**src/design/srtl_pkg.sv**
```systemverilog
// Package: shared types and constants for the sorted record table lookup.
`default_nettype none
package srtl_pkg;
  localparam int Depth = 1024;
  localparam int AddrW = 10;
  localparam int CntW = 11;

  localparam logic [1:0] ACT_ADD = 2'd0;
  localparam logic [1:0] ACT_FIND = 2'd1;
  localparam logic [1:0] ACT_READ = 2'd2;
  localparam logic [1:0] ACT_IGNORE = 2'd3;

  localparam logic [1:0] ST_OK = 2'd0;
  localparam logic [1:0] ST_NOTFOUND = 2'd1;
  localparam logic [1:0] ST_FULL = 2'd2;
  localparam logic [1:0] ST_RANGE = 2'd3;

  typedef struct packed {
    logic [1:0] action;
    logic [48:0] number;
    logic [4:0] area_code;
    logic [6:0] prefs;
    logic [1:0] kind;
    logic active_in;
    logic [9:0] position;
  } in_t;

  typedef struct packed {
    logic [1:0] status;
    logic [10:0] found_index;
    logic [48:0] number_out;
    logic [4:0] area_out;
    logic [6:0] prefs_out;
    logic [1:0] kind_out;
    logic active_out;
    logic [10:0] entry_count;
  } out_t;

  typedef struct packed {
    logic [1:0] action;
    logic [63:0] rec;
    logic [9:0] position;
  } cmd_t;
endpackage
`default_nettype wire

```
**src/design/srtl_front.sv**
```systemverilog
// Front end: accepts transactions, packs records, and fills the command queue.
`default_nettype none
module srtl_front (
  input wire logic clk,
  input wire logic rst,
  input wire logic in_valid,
  output logic in_stall,
  input wire srtl_pkg::in_t in_data,
  output logic q_valid,
  input wire logic q_take,
  output srtl_pkg::cmd_t q_data
);
  srtl_pkg::cmd_t buf0;
  srtl_pkg::cmd_t buf1;
  logic [1:0] fill;
  logic push;
  srtl_pkg::cmd_t cmd;

  assign in_stall = (fill == 2'd2);
  assign push = in_valid && !in_stall;
  assign q_valid = (fill != 2'd0);
  assign q_data = buf0;

  always_comb begin
    cmd.action = in_data.action;
    cmd.rec = {in_data.number, in_data.area_code, in_data.prefs, in_data.kind,
               in_data.active_in};
    cmd.position = in_data.position;
  end

  always_ff @(posedge clk) begin
    if (rst) begin
      fill <= 2'd0;
    end else begin
      case ({push, q_take})
        2'b10: fill <= fill + 2'd1;
        2'b01: fill <= fill - 2'd1;
        default: fill <= fill;
      endcase
    end
    if (q_take) begin
      buf0 <= (fill == 2'd2) ? buf1 : cmd;
      if (push) begin
        buf1 <= cmd;
      end
    end else if (push) begin
      if (fill == 2'd0) begin
        buf0 <= cmd;
      end else begin
        buf1 <= cmd;
      end
    end
  end

  a_fill: assert property (@(posedge clk) disable iff (rst) fill != 2'd3)
    else $error("queue overfull");
  a_take: assert property (@(posedge clk) disable iff (rst) q_take |-> q_valid)
    else $error("take from empty queue");
  a_stall: assert property (@(posedge clk) disable iff (rst) in_stall |-> q_valid)
    else $error("stall with empty queue");
endmodule
`default_nettype wire

```
**config.mk**
```make
export PLATFORM = sky130hd
export DESIGN_NAME = srtl_front
export DESIGN_NICKNAME = d
export VERILOG_FILES = /design/src/design/srtl_pkg.sv /design/src/design/srtl_front.sv
export SDC_FILE = /design/constraint.sdc
export NUM_CORES = 1
export LEC_CHECK = 0
export BUFFER_PORTS_ARGS = -buffer_cell sky130_fd_sc_hd__buf_2
export CAP_MARGIN = 10
export CORE_ASPECT_RATIO = 2
export CORE_UTILIZATION = 50
export DETAILED_ROUTE_END_ITERATION = 12
export HOLD_SLACK_MARGIN = 0.12
export PLACE_DENSITY = 0.89
export SLEW_MARGIN = 5
export SYNTH_ARGS = -nofsm -noshare
export SYNTH_HDL_FRONTEND = slang
export SYNTH_SLANG_ARGS = --single-unit
```
**constraint.sdc**
```tcl
create_clock -name clk -period 7.34 [get_ports clk]
set_clock_uncertainty 0.2 [all_clocks]
set_input_delay 1.468 -clock clk [delete_from_list [all_inputs] [get_ports clk]]
set_output_delay 1.468 -clock clk [all_outputs]
set_load 0.05 [all_outputs]
```
======== Word-level counts from Yosys, hierarchy flattened ========
Index checks and enable logic that the tools add are counted.
operators by class
  $add $sub $neg .......................... 2
  equality and inequality tests ........... 4
  reductions and logical operators ........ 9
  muxes and demuxes ....................... 9
operators with widths
  kind                                              count
  2-to-1 mux 76 bit                                 8
  nonzero test 2 bit                                4
  == test 2 bit, second input constant              2
  one-hot mux 2 bit (2 select lines)                1
  AND reduction 2 bit                               2
  adder 2 x 1 -> 2 bit, second input constant       1
  == test 2 x 1 -> 1 bit, second input constant     1
  zero test 2 bit                                   1
  != test 2 bit, second input constant              1
  subtractor 2 x 1 -> 2 bit, second input constant  1
  logical AND 1 bit                                 1
  zero test 1 bit                                   1
word-level totals
  output and inout port bits .............. 78
  bits in registers ....................... 154
  input bits .............................. 80
  word-level logic and storage cells ...... 31

======== Depth between registers and ports, before layout ========
  word-level depth ........................ 5
  gate-level depth with buffers ........... 6
  mapped depth without buffers ............ 6

======== Least setup slack after synthesis ========
OpenSTA, ideal clock, no wires.
  kind .................................... in2reg
  start point ............................. input port in_valid
  end point ............................... register buf0, in the netlist q_data[0] (enable)
  stages on the path ...................... 3
  required time ........................... 6.605 ns
  path buffers ............................ 0
  library setup time ...................... 0.535 ns
  arrival time ............................ 5.450 ns
  path slack .............................. 1.155 ns
  path through ............................ o21ai_0 ha_1 a21oi_1
between the ends
  word-level cells in the longest chain between the ends .. 3
RTL lines
  what                                  RTL line          source
  from (decl)                           srtl_front.sv:6   input wire logic in_valid,
  logical AND 1 bit                     srtl_front.sv:20  assign push = in_valid && !in_stall;
  nonzero test 2 bit (no source line)   -
  AND reduction 2 bit (no source line)  -
  to (signal assigned)                  srtl_front.sv:42  buf0 <= (fill == 2'd2) ? buf1 : cmd;
  to (signal assigned)                  srtl_front.sv:48  buf0 <= cmd;
  to (decl)                             srtl_front.sv:13  srtl_pkg::cmd_t buf0;
Every way passes these cells.
A chain may end at the register's enable or synchronous reset.

======== Final worst setup path ========
  start point ............................. input port q_take
  end point ............................... register buf0, in the netlist q_data[31] (enable)
between the ends
  word-level cells in the longest chain between the ends .. 2
  elaborated cells on any way between the ends .. 3
  those cells by class .................... reduce/logical: 3
RTL lines
  what                                    RTL line          source
  from (decl)                             srtl_front.sv:10  input wire logic q_take,
  nonzero test 2 bit (no source line)     -
  AND reduction 2 bit (no source line) *  -
Every way passes the cells marked *; elsewhere a longest branch is shown, timed or not.

==> metrics.md <==
| Metric | Value |
|---|---|
| Placed cell count | 548 |
| Count of final setup violators | 0 |
| Gr usage total | between 10% and 20% |
| Core area | 0.0113 mm2 |
| Netlist cell types | 19 |
| Ys Warns | 0 |
| Design Area, Final | slightly above 0.007 mm2 |
| Die ar. | between 0.01 and 0.015 mm2 |
| Final period util | 48.1% |
| Worst-margin pin slew | roughly 1200 ps |
| Post-route ant nets | 0 |
| PortBufs | 157 |
| Max rail drop VDD | approximately 0.00022 V |
| Highest routed layer | met4 |
| Status | finished, final reports clean |
| Clk buf depth | 2 |
| Post-cts resize count | 0 |
| Hold Crit Class | reg -> reg |
| Post-Route Setup TNS | 0 ps |
| Share of layout cells above drive strength 1 | between 60% and 70% |
| CP Launch Type | input pin |
| Clock Latency Late Sink | between 400 and 500 ps |
| Residual DRC | 0 |
| Crit path max fanout | 45 |
| Die extent in x | about 78 um |
| Pwr Density | about 350 mW/mm2 |
| Initial DRC count | 122 |
| Routed wire length | 10.5 mm |
| Commonest cells in the netlist | edfxtp_1, mux2_4, mux2_2, buf_6, buf_2 |
| Largest cells by area after synthesis | edfxtp_1, mux2_4, mux2_2, buf_6, dfxtp_1 |
| Minimum clock period | around 3500 ps |
| CTS tree | built |
| Data required, critical path | slightly above 7000 ps |
| Met1 WL | between 3 and 4 mm |
| Final cell count without fillers | about 580 |
| Critical Path AT | roughly 3400 ps |
| Top FF cell, synth | edfxtp_1 |
| Vias per inst | 5.07 |
| Worst Setup Path Type | in -> reg |
| Sequential-to-total area share from yosys stat | 79.3% |
| HPWL after DPL | 7.24 mm |
| Initial Utilization | between 50% and 60% |
| Synth area leader | edfxtp_1 |
| Largest net degree at the start of global routing | 77 |
| Fmax | approximately 280 MHz |
| Critical Path End Type | flop |
| Row count | between 50 and 60 |
| Worst-path clk slew | ~60 ps |
| Slew Limit Fails | 0 |
| Synthesized area | just under 0.006 mm2 |
| Gr ovfl total | 0 |
| Post-synth EDFFs | around 150 |
| Top cell type's share of synthesized area | roughly 79% |
| Synthesized net count | approximately 340 |
| FF+latch count, synth | about 150 |
| Fin nets | about 510 |
| Leakage | 2.98 nW |
| Placed inst area | between 0.006 and 0.007 mm2 |
| Initial antenna violation count | 2 |
| Count leader, synth | edfxtp_1 |
| Fin. Hold Viols | 0 |
| Routability-driven placement congestion ratio | between 0.8 and 0.9 |
| Post-CTS setup buffers | 0 |
| Max_slew headroom | between 10% and 20% |
| CTS Sinks | about 150 |
| DR pass1 iterations | 4 |
| Power Total | approximately 2.6 mW |
| Cts hold-fix bufs | 0 |
| H-tree depth | 4 |
| Place WS | 3350 ps |
| Vias in the first global route | 3133 |
| Cell count after synthesis | about 260 |
| First-pass GRT wire length | 16.1 mm |
| Vias post-DR | about 2900 |
| P&R area growth vs syn | 25.3% |
| Max Cap Violations | 0 |
| Metal2 WL | approximately 5.8 mm |
| Die Y | approximately 150 um |
| Wirelength per Cell | ~18 um |
| Synth Area per Inst | 22.8 um2 |
| Final worst slack | 3810 ps |
| Clock Tree Root | clkbuf_16 |
| WL met3 | ~530 um |
| I/O pins | between 150 and 200 |
| RSZ-0062 raised after global routing | false |
| TritonCTS Buffers | 17 |
| Async set-reset flop share out of synthesis | 0% |
## sequential cells by signal, indices dropped and copies added, names as in the netlist
signal / cells
q_data: 76
fill: 2
buf1: 76
## layer usage
metal,up-vias,global-route usage [%]
li1,1357,-
met1,1460,19.7
met2,111,32.2
met3,18,5.66
met4,0,9.08
met5,-,0
## critical path, stage by stage
cell	delay, ps
buf_2	140
inv_1	90
ha_1	240
a21oi_4	780
buf_4	630
## power by group
group          leakage, nW  internal, mW  total [mW]  switching, mW
logic                 1.23         0.152       0.603          0.450
registers             1.49          1.14        1.19         0.0406
clock network        0.259         0.459       0.781          0.323
## metrics by stage
stage	utilization, %	hold slack (ps)
5_1_grt	64.4	353
3_5_place_dp	59.7	334
4_1_cts	64.4	348
6_report	64.4	346
3_3_place_gp	59.7	328
2_1_floorplan	-	325
## final cells by class
type	count	area, um2
fill	815	4020
tap	142	178
multi-input combinational	91	1140
timing repair buffer	159	801
sequential	154	4600
clock inverter	14	106
inverter	2	7.51
antenna	2	5.00
clock buffer	17	425
## path summary, 6_finish.rpt
| path | startpoint | end | slack (ps) | cells after the start |
|---|---|---|---|---|
| max | q_take | q_data[31]$_DFFE_PP_ | 3810 | 5 |
| min | buf1[37]$_DFFE_PP_ | q_data[37]$_DFFE_PP_ | 350 | 1 |
| max reg2reg | fill[0]$_SDFFE_PP0P_ | q_data[31]$_DFFE_PP_ | 4420 | 4 |
| min reg2reg | buf1[37]$_DFFE_PP_ | q_data[37]$_DFFE_PP_ | 350 | 1 |
## placed cells by master, fill, tap and decap left out, drive strengths merged, types with 4 or more instances in the layout
master  instances
clkbuf         17
mux2           76
buf           159
edfxtp        152
inv             4
clkinv          9
## cell families (layout without fill, tap and decap cells)
logic type	Yosys count	after routing	synth area share, %
simple gates	6	6	0.690
other cells	0	2	0
compound gates	5	5	0.539
flops	154	154	79.3
xor+xnor	2	2	0.302
fa+ha+maj	2	2	0.431
buf+inv	10	192	1.36
mux	76	76	17.3
No activity file was read; power rests on OpenSTA's default activity.
